--- src/rtl/sha1_pkg.sv ---
// ----------------------------------------------------------------------------
// SHA-1 package
// Shared types, initial chaining value and round functions of the hash engine.
// ----------------------------------------------------------------------------
package sha1_pkg;

  localparam int NUM_WORDS = 5;
  localparam int ROUNDS    = 80;

  // Index 0 holds H0.
  typedef logic [NUM_WORDS-1:0][31:0] hash_t;

  localparam hash_t IV = {32'hC3D2E1F0, 32'h10325476, 32'h98BADCFE,
                          32'hEFCDAB89, 32'h67452301};

  localparam logic [7:0] PAD_BYTE = 8'h80;
  // Byte position where the 64-bit length field starts.
  localparam logic [5:0] LEN_POS  = 6'd56;
  localparam logic [5:0] LAST_POS = 6'd63;

  typedef enum logic [1:0] {
    ST_IDLE,
    ST_COMP,
    ST_PAD,
    ST_OUT
  } state_t;

  typedef struct packed {
    logic shift_en;   // shift one byte into the block
    logic start;      // begin compressing the block
    logic init_hash;  // return the chaining value to IV
  } core_cmd_t;

  function automatic logic [31:0] round_f(input logic [6:0] r, input logic [31:0] b,
                                          input logic [31:0] c, input logic [31:0] d);
    logic [31:0] f;
    if (r < 7'd20) begin
      f = (b & c) | (~b & d);
    end else if (r < 7'd40) begin
      f = b ^ c ^ d;
    end else if (r < 7'd60) begin
      f = (b & c) | (b & d) | (c & d);
    end else begin
      f = b ^ c ^ d;
    end
    return f;
  endfunction

  function automatic logic [31:0] round_k(input logic [6:0] r);
    logic [31:0] k;
    if (r < 7'd20) begin
      k = 32'h5A827999;
    end else if (r < 7'd40) begin
      k = 32'h6ED9EBA1;
    end else if (r < 7'd60) begin
      k = 32'h8F1BBCDC;
    end else begin
      k = 32'hCA62C1D6;
    end
    return k;
  endfunction

endpackage

--- src/rtl/sha1_core.sv ---
// ----------------------------------------------------------------------------
// SHA-1 compression core
// Holds the 512-bit block as a shift line, the chaining value and the round
// variables; runs one round per cycle and adds the result into the hash.
// ----------------------------------------------------------------------------
module sha1_core (
  input  logic                 clk,
  input  logic                 rst_n,
  input  sha1_pkg::core_cmd_t  cmd,
  input  logic [7:0]           byte_in,
  output sha1_pkg::hash_t      hash_out,
  output logic                 done
);

  logic [511:0]    blk_r;
  sha1_pkg::hash_t hash_r;
  logic [31:0]     a_r, b_r, c_r, d_r, e_r;
  logic [6:0]      round_r;
  logic            busy_r;
  logic            fin_r;

  logic [31:0] w0, w2, w8, w13, sched_x, sched, temp;

  // The oldest schedule word sits at the top of the shift line.
  assign w0      = blk_r[511:480];
  assign w2      = blk_r[447:416];
  assign w8      = blk_r[255:224];
  assign w13     = blk_r[95:64];
  assign sched_x = w13 ^ w8 ^ w2 ^ w0;
  assign sched   = {sched_x[30:0], sched_x[31]};

  assign temp = {a_r[26:0], a_r[31:27]} + sha1_pkg::round_f(round_r, b_r, c_r, d_r)
              + e_r + sha1_pkg::round_k(round_r) + w0;

  assign hash_out = hash_r;
  assign done     = fin_r;

  always_ff @(posedge clk) begin
    if (!rst_n) begin
      busy_r  <= 1'b0;
      fin_r   <= 1'b0;
      round_r <= '0;
      hash_r  <= sha1_pkg::IV;
    end else begin
      fin_r <= 1'b0;
      if (cmd.start) begin
        busy_r  <= 1'b1;
        round_r <= '0;
      end else if (busy_r) begin
        round_r <= round_r + 7'd1;
        if (round_r == 7'(sha1_pkg::ROUNDS - 1)) begin
          busy_r <= 1'b0;
          fin_r  <= 1'b1;
        end
      end
      if (cmd.init_hash) begin
        hash_r <= sha1_pkg::IV;
      end else if (fin_r) begin
        hash_r[0] <= hash_r[0] + a_r;
        hash_r[1] <= hash_r[1] + b_r;
        hash_r[2] <= hash_r[2] + c_r;
        hash_r[3] <= hash_r[3] + d_r;
        hash_r[4] <= hash_r[4] + e_r;
      end
    end
  end

  always_ff @(posedge clk) begin
    if (cmd.shift_en) begin
      blk_r <= {blk_r[503:0], byte_in};
    end else if (busy_r) begin
      blk_r <= {blk_r[479:0], sched};
    end
    if (cmd.start) begin
      a_r <= hash_r[0];
      b_r <= hash_r[1];
      c_r <= hash_r[2];
      d_r <= hash_r[3];
      e_r <= hash_r[4];
    end else if (busy_r) begin
      a_r <= temp;
      b_r <= a_r;
      c_r <= {b_r[1:0], b_r[31:2]};
      d_r <= c_r;
      e_r <= d_r;
    end
  end

endmodule

--- src/rtl/sha1_hash_engine.sv ---
// In the idle state in_ready is high and any item is taken; a byte that fills
// the 64-byte block holds in_ready low while the core runs its 80 rounds and adds into the hash.
// A last item then inserts padding at one byte per cycle with one or two compressions,
// and the five digest words follow at one per cycle as out_ready allows.
// The single round unit holds input off while it compresses a block.
// Reset (synchronous, rst_n low) loads the initial hash and clears length and position.
// ----------------------------------------------------------------------------
// SHA-1 hash engine
// Gathers message bytes into blocks, pads the final block with the bit length
// and emits the five digest words.
// ----------------------------------------------------------------------------
module sha1_hash_engine (
  input  logic        clk,
  input  logic        rst_n,
  input  logic        in_valid,
  output logic        in_ready,
  input  logic [7:0]  in_data_byte,
  input  logic        in_byte_valid,
  input  logic        in_last,
  output logic        out_valid,
  input  logic        out_ready,
  output logic [31:0] out_digest_word,
  output logic [2:0]  out_word_index,
  output logic        out_last_word
);

  sha1_pkg::state_t    state_r, state_nxt;
  logic [5:0]          pos_r, pos_nxt;
  logic [63:0]         bit_cnt_r, bit_cnt_nxt;
  logic                last_pend_r, last_pend_nxt;
  logic                pad_first_r, pad_first_nxt;
  logic                pad_len_r, pad_len_nxt;
  logic                final_r, final_nxt;
  logic [2:0]          idx_r, idx_nxt;

  sha1_pkg::core_cmd_t cmd;
  logic [7:0]          byte_sel;
  logic [7:0]          len_byte;
  sha1_pkg::hash_t     hash;
  logic                core_done;
  logic                last_idx;

  sha1_core u_core (
    .clk      (clk),
    .rst_n    (rst_n),
    .cmd      (cmd),
    .byte_in  (byte_sel),
    .hash_out (hash),
    .done     (core_done)
  );

  assign last_idx = (idx_r == 3'(sha1_pkg::NUM_WORDS - 1));
  // Length bytes go out most significant first.
  assign len_byte = 8'(bit_cnt_r >> {~pos_r[2:0], 3'b000});

  // Next state and register updates.
  always_comb begin
    state_nxt     = state_r;
    pos_nxt       = pos_r;
    bit_cnt_nxt   = bit_cnt_r;
    last_pend_nxt = last_pend_r;
    pad_first_nxt = pad_first_r;
    pad_len_nxt   = pad_len_r;
    final_nxt     = final_r;
    idx_nxt       = idx_r;
    case (state_r)
      sha1_pkg::ST_IDLE: begin
        if (in_valid) begin
          if (in_byte_valid) begin
            pos_nxt     = pos_r + 6'd1;
            bit_cnt_nxt = bit_cnt_r + 64'd8;
          end
          if (in_last) begin
            last_pend_nxt = 1'b1;
            pad_first_nxt = 1'b1;
          end
          if (in_byte_valid && pos_r == sha1_pkg::LAST_POS) begin
            state_nxt = sha1_pkg::ST_COMP;
          end else if (in_last) begin
            state_nxt = sha1_pkg::ST_PAD;
          end
        end
      end
      sha1_pkg::ST_PAD: begin
        pos_nxt = pos_r + 6'd1;
        if (pad_first_r) begin
          pad_first_nxt = 1'b0;
          pad_len_nxt   = (pos_r < sha1_pkg::LEN_POS);
        end else if (pad_len_r && pos_r == sha1_pkg::LAST_POS) begin
          final_nxt = 1'b1;
        end
        if (pos_r == sha1_pkg::LAST_POS) begin
          state_nxt = sha1_pkg::ST_COMP;
        end
      end
      sha1_pkg::ST_COMP: begin
        if (core_done) begin
          pad_len_nxt = 1'b1;
          if (final_r) begin
            state_nxt = sha1_pkg::ST_OUT;
            idx_nxt   = '0;
          end else if (last_pend_r) begin
            state_nxt = sha1_pkg::ST_PAD;
          end else begin
            state_nxt = sha1_pkg::ST_IDLE;
          end
        end
      end
      sha1_pkg::ST_OUT: begin
        if (out_ready) begin
          if (last_idx) begin
            state_nxt     = sha1_pkg::ST_IDLE;
            last_pend_nxt = 1'b0;
            final_nxt     = 1'b0;
            bit_cnt_nxt   = '0;
            pos_nxt       = '0;
          end else begin
            idx_nxt = idx_r + 3'd1;
          end
        end
      end
      default: begin
        state_nxt = sha1_pkg::ST_IDLE;
      end
    endcase
  end

  // Outputs and core commands.
  always_comb begin
    in_ready      = 1'b0;
    out_valid     = 1'b0;
    cmd.shift_en  = 1'b0;
    cmd.start     = 1'b0;
    cmd.init_hash = 1'b0;
    byte_sel      = in_data_byte;
    case (state_r)
      sha1_pkg::ST_IDLE: begin
        in_ready     = 1'b1;
        cmd.shift_en = in_valid && in_byte_valid;
      end
      sha1_pkg::ST_PAD: begin
        cmd.shift_en = 1'b1;
        if (pad_first_r) begin
          byte_sel = sha1_pkg::PAD_BYTE;
        end else if (pad_len_r && pos_r >= sha1_pkg::LEN_POS) begin
          byte_sel = len_byte;
        end else begin
          byte_sel = '0;
        end
      end
      sha1_pkg::ST_OUT: begin
        out_valid     = 1'b1;
        cmd.init_hash = out_ready && last_idx;
      end
      default: begin
      end
    endcase
    cmd.start = cmd.shift_en && (pos_r == sha1_pkg::LAST_POS);
  end

  assign out_digest_word = hash[idx_r];
  assign out_word_index  = idx_r;
  assign out_last_word   = last_idx;

  always_ff @(posedge clk) begin
    if (!rst_n) begin
      state_r     <= sha1_pkg::ST_IDLE;
      pos_r       <= '0;
      bit_cnt_r   <= '0;
      last_pend_r <= 1'b0;
      pad_first_r <= 1'b0;
      pad_len_r   <= 1'b0;
      final_r     <= 1'b0;
      idx_r       <= '0;
    end else begin
      state_r     <= state_nxt;
      pos_r       <= pos_nxt;
      bit_cnt_r   <= bit_cnt_nxt;
      last_pend_r <= last_pend_nxt;
      pad_first_r <= pad_first_nxt;
      pad_len_r   <= pad_len_nxt;
      final_r     <= final_nxt;
      idx_r       <= idx_nxt;
    end
  end

endmodule

--- config.mk ---
export PLATFORM = sky130hd
export DESIGN_NAME = sha1_hash_engine
export DESIGN_NICKNAME = d
export VERILOG_FILES = /design/src/rtl/sha1_pkg.sv /design/src/rtl/sha1_core.sv /design/src/rtl/sha1_hash_engine.sv
export SDC_FILE = /design/constraint.sdc
export NUM_CORES = 2
export LEC_CHECK = 0
export ABC_CLOCK_PERIOD_IN_PS = 40300
export BUFFER_PORTS_ARGS = -buffer_cell sky130_fd_sc_hd__buf_2
export CAP_MARGIN = 20
export CORE_UTILIZATION = 30
export CTS_BUF_LIST = sky130_fd_sc_hd__clkbuf_8
export DETAILED_ROUTE_END_ITERATION = 8
export GPL_ROUTABILITY_DRIVEN = 0
export PLACE_DENSITY = 0.41
export SLEW_MARGIN = 25
export SYNTH_ARGS = -nofsm -noshare
export SYNTH_HDL_FRONTEND = slang
export SYNTH_SLANG_ARGS = --single-unit
--- constraint.sdc ---
create_clock -name clk -period 40.3 [get_ports clk]
set_input_delay 6.045 -clock clk [delete_from_list [all_inputs] [get_ports clk]]
set_output_delay 6.045 -clock clk [all_outputs]
set_load 0.005 [all_outputs]
[Yosys cells after proc, flatten, opt, wreduce, memory -nomap -nowiden]
Cells that the tools add are included.
W data, S select, Z words.
Word-level totals
  register bits after elaboration: 920
  output and inout bits: 38
Operators by class
  add/subtract/negate cells: 13
  magnitude comparators: 6
  eq/ne operators: 19
  shift-type cells: 1
  multiplexer cells: 68
  bitwise logic cells: 16
  reductions and logical operators: 26
Operators with widths (number)
  $mux W512: 2
  $mux W32: 16
  $add A32 B32 Y32: 9
  $mux W64: 4
  $xor A32 B32 Y32: 5
  $and A32 B32 Y32: 4
  $pmux W64 S2: 1
  $bmux W32 S3: 1
  $or A32 B32 Y32: 3
  $add A64 B4 Y64 const B: 1
  $shr A64 B6 Y8: 1
  $not A32 Y32: 1
  $mux W31: 1
  $reduce_and A5 Y1: 5
  $mux W6: 4
  $mux W8: 3
  $ne A2 B2 Y1 const B: 11
  $mux W2: 9
  $pmux W6 S3: 1
  $mux W1: 15
  $lt A7 B6 Y1 const B: 2
  $reduce_bool A2 Y1: 7
  $mux W3: 4
  $pmux W1 S2: 5
  other kinds (25): 34

[Longest topological paths before layout]
  depth after elaboration: 12
  depth in mapped cells: 27
  depth with buffers taken out: 25

[By module]
From an unflattened synthesis, not the netlist that was laid out.
Second synthesis, totals
  cell total of the unflattened synthesis: 4609
  area total of the unflattened synthesis: 53110.9 µm²
By module, submodules not included
  sha1_core: instances 1, cells an instance 3911, area an instance 47481.8 µm²
  sha1_hash_engine: instances 1, cells an instance 698, area an instance 5629.1 µm²

[Worst setup path before layout]
No wires, ideal clock.
  path kind: input to register
  start: input in_valid
  end: register u_core.blk_r[0] (enable)
  data arrival time: 18.283 ns
  data required time: 39.329 ns
  setup slack: 21.046 ns
  stages on the path: 5
  path buffers: 2
  cell sequence: a21oi_1 -> or2_2 -> clkbuf_1 -> clkbuf_1 -> nand2b_1
On the way
  word-level cells in the longest chain between the ends: 3
Ends and longest elaborated chain
  start, declared: line sha1_hash_engine.sv:15  | input logic in_valid,
  $logic_and A1 B1 Y1: line sha1_hash_engine.sv:139  | cmd.shift_en = in_valid && in_byte_valid;
  $pmux W1 S2: line sha1_hash_engine.sv:136  | case (state_r)
  $reduce_bool A2 Y1 (no source line)
  end signal, assigned: line sha1_core.sv:70  | blk_r <= {blk_r[503:0], byte_in};
  end signal, assigned: line sha1_core.sv:72  | blk_r <= {blk_r[479:0], sched};
  end, declared: line sha1_core.sv:15  | logic [511:0] blk_r;
No other way between the ends.
A chain may end at the register's enable or synchronous reset.

[Worst setup path in the final report]
  start: register idx_r[0] (netlist: out_word_index[0])
  end: output out_digest_word[19]
On the way
  word-level cells in the longest chain between the ends: 2
Ends and longest elaborated chain
  start, declared: line sha1_hash_engine.sv:34  | logic [2:0] idx_r, idx_nxt;
  start signal, assigned: line sha1_hash_engine.sv:183  | idx_r <= idx_nxt;
  $bmux W32 S3: line sha1_hash_engine.sv:161  | assign out_digest_word = hash[idx_r];
  $mux W32 (implied by the code): line sha1_hash_engine.sv:161
  end, declared: line sha1_hash_engine.sv:22  | output logic [31:0] out_digest_word,
No other way between the ends. The select of a mux whose other input is x is not followed.

==> impl_metrics.py <==
metrics = {
    "grt": {
        "grt-ovfl-total": 0,
        "first_global_vias": 39940,
        "grt_pass1_wl_um": 244900,
        "track_usage_pct": 17.65,
        "antenna_found_initial": 3,
        "grt_max_degree": 183,
    },
    "timing": {
        "finalSetupViolations": 0,
        "rsz0062_at_grt": "no",
        "max_slew_margin_pct": 31.68,
        "fin_crit_sh_pct": 23.37,
        "tightest_slew_ns": 1.022,
        "setup_tns_ns": 0,
        "fmax_mhz": 106.2,
        "hold_viol_final": 0,
        "slew_viol_final": 0,
        "layout_min_cycle_time_ns": 9.416,
        "finClkSkew_ns": 0.06189,
    },
    "yosys": {
        "async_flop_share_pct": 0,
        "ys_types": 95,
        "postSynthCellCount": 5820,
        "netlist.area_leader.share_pct": 37.90,
        "synth_common_cells": "nand2_1, edfxtp_1, nor2_1",
        "synth_flop_cell": "edfxtp_1",
        "synth_nets": 6184,
        "yosysSeqAreaShare_pct": 47.11,
        "yosys_warnings": 0,
        "netlist_area_um2": 53240,
        "syn_area_per_cell_um2": 9.148,
        "synth_area_leader_cell": "edfxtp_1",
        "synth.most_common_cell": "nand2_1",
        "ys_ff_latch": 917,
        "synth_edf_count": 672,
        "synth.area.top_cells": "edfxtp_1, nand2_1, dfxtp_1, ha_1, fa_1",
    },
    "route": {
        "routed_wl_um": 159100,
        "antenna_left": 0,
        "wire_per_inst_um": 19.12,
        "drc": 0,
        "vias": 39840,
        "drt_iter0_markers": 2688,
        "first_pass_iters": 5,
        "vias_per_cell": 4.788,
    },
    "hold_path": {
        "hold_path_depth": 2,
        "hp-class": "flip-flop to flip-flop",
    },
    "layout": {
        "multiInputGateArea_um2": 26200,
        "nets": 6195,
        "final_layout_size_suffix_gt1_share_pct": 6.811,
        "instances_no_fill": 8321,
        "fillCellCount": 18390,
        "register_area_um2": 25090,
        "syn_to_final_growth_pct": 11.38,
        "fin_area_um2": 59300,
    },
    "clocking": {
        "cts_tree": "built",
        "insertion_delay_ns": 0.93,
        "postCtsHoldBufs": 0,
        "root_buffer": "clkbuf_8",
        "cts_sinks": 917,
        "h-tree-depth": 4,
        "clk_pin_slew_ns": 0.06,
        "cts_resized": 0,
        "numCtsBuffers": 176,
        "cts_setup_buffers": 0,
        "cts.path.max_buffers": 3,
    },
    "setup_path": {
        "critical_path_required_ns": 34.26,
        "crit_type": "flip-flop to output pin",
        "end_kind": "output pin",
        "cp-start-kind": "flip-flop",
        "worstPathMaxFanout": 28,
        "worstRegToRegCells": 27,
        "rrSetupSlack_ns": 31.99,
        "cp.arrival_ns": 3.37,
    },
    "die": {
        "io_pins": 52,
        "core-area_um2": 176100,
        "die_area_um2": 179200,
        "start_util_pct": 30.23,
        "rows": 154,
        "die_h_um": 423.3,
        "dieWidth_um": 423.3,
    },
    "run": {
        "cap_violations": 0,
    },
    "place": {
        "placed_cells": 7992,
        "dp_hpwl_um": 109900,
        "placed_cell_area_um2": 55820,
        "io_buffers": 51,
    },
    "pwr": {
        "p_leak_nw": 24.67,
        "peakVddDrop_mv": 0.02355,
        "pwr_density_cell_nw_per_um2": 39.14,
        "finalPower_mw": 2.321,
    },
    "outcome": {
        "outcome": "completed",
    },
}
==> worst max-delay path: stages (launching register included) <==
cell and delay, ns:
dfxtp_2 0.50, buf_4 0.57, mux4_2 0.34, inv_1 0.03, o21ai_0 0.66, buf_2 0.25
==> final timing paths <==
| path | startpoint | end |
|---|---|---|
| worst max-delay path | out_word_index[0] | out_digest_word[19] |
| worst min-delay path | u_core.blk_r[388] | u_core.blk_r[396] |
| worst max register to register | u_core.round_r[4] | u_core.a_r[29] |
| worst min register to register | u_core.blk_r[388] | u_core.blk_r[396] |
==> metal layers <==
metal / up-vias / share of wire [%] / wire [µm] / track usage [%]
met5: - / 0 / 0 / 0
met1: 19190 / 48 / 76700 / 24.53
met3: 226 / 3.5 / 5576 / 2.471
met2: 656 / 46 / 72650 / 28.27
met4: 0 / 2.6 / 4211 / 5.421
li1: 19770 / - / - / -
==> through the flow <==
stage / hold slack, ns / worst slack (ns) / util (%)
6_report: 0.4857 / 30.88 / 33.67
5_1_grt: 0.5008 / 30.62 / 33.67
4_1_cts: 0.4665 / 30.58 / 33.65
3_5_place_dp: 0.4748 / 29.63 / 31.70
3_3_place_gp: 0.4652 / 29.67 / 31.70
2_1_floorplan: 0.4490 / 21.05 / -
==> report_power, final <==
group	internal (mW)	switching (mW)
registers	1.11	0.0453
logic	0.0846	0.155
clock network	0.470	0.455
total	1.67	0.655
==> cell families (layout without fill, tap and decap cells) <==
group / after synthesis / after routing / share of synthesized area, %
compound gates: 835 / 835 / 9.649
xor+xnor: 303 / 303 / 4.984
fa+ha+maj: 350 / 350 / 9.974
buf+inv: 527 / 683 / 3.791
flops: 917 / 917 / 47.11
mux: 113 / 113 / 3.182
other cells: 0 / 5 / 0
simple gates: 2775 / 2775 / 21.31
==> cell usage in the layout (no fill, tap or decap), types with 74 or more instances in the layout <==
cell	n
nor2_1	330
a21o_1	74
nand3_1	75
nand2_1	2068
o21ai_0	276
xor2_1	102
inv_1	329
dfxtp_1	241
a21oi_1	232
ha_1	226
edfxtp_1	672
fa_1	124
xnor2_1	201
clkbuf_8	194
==> state kept, by name (all words and copies together), names as in the netlist, 6 cells and up <==
register	cells
u_core.e_r	32
u_core.blk_r	512
u_core.d_r	32
u_core.b_r	32
u_core.hash_out	160
u_core.round_r	7
pos_r	6
bit_cnt_r	61
u_core.a_r	32
u_core.c_r	32
==> cell type report <==
| class | instances | share of cell area, % |
|---|---|---|
| Sequential cell | 917 | 42.31 |
| Inverter | 264 | 1.675 |
| Multi-Input combinational cell | 4376 | 44.18 |
| Clock inverter | 129 | 1.293 |
| Tap cell | 2340 | 4.937 |
| Antenna cell | 5 | 0.02110 |
| Clock buffer | 194 | 4.503 |
| Timing Repair Buffer | 96 | 1.076 |
No activity file was read; power rests on OpenSTA's default activity.
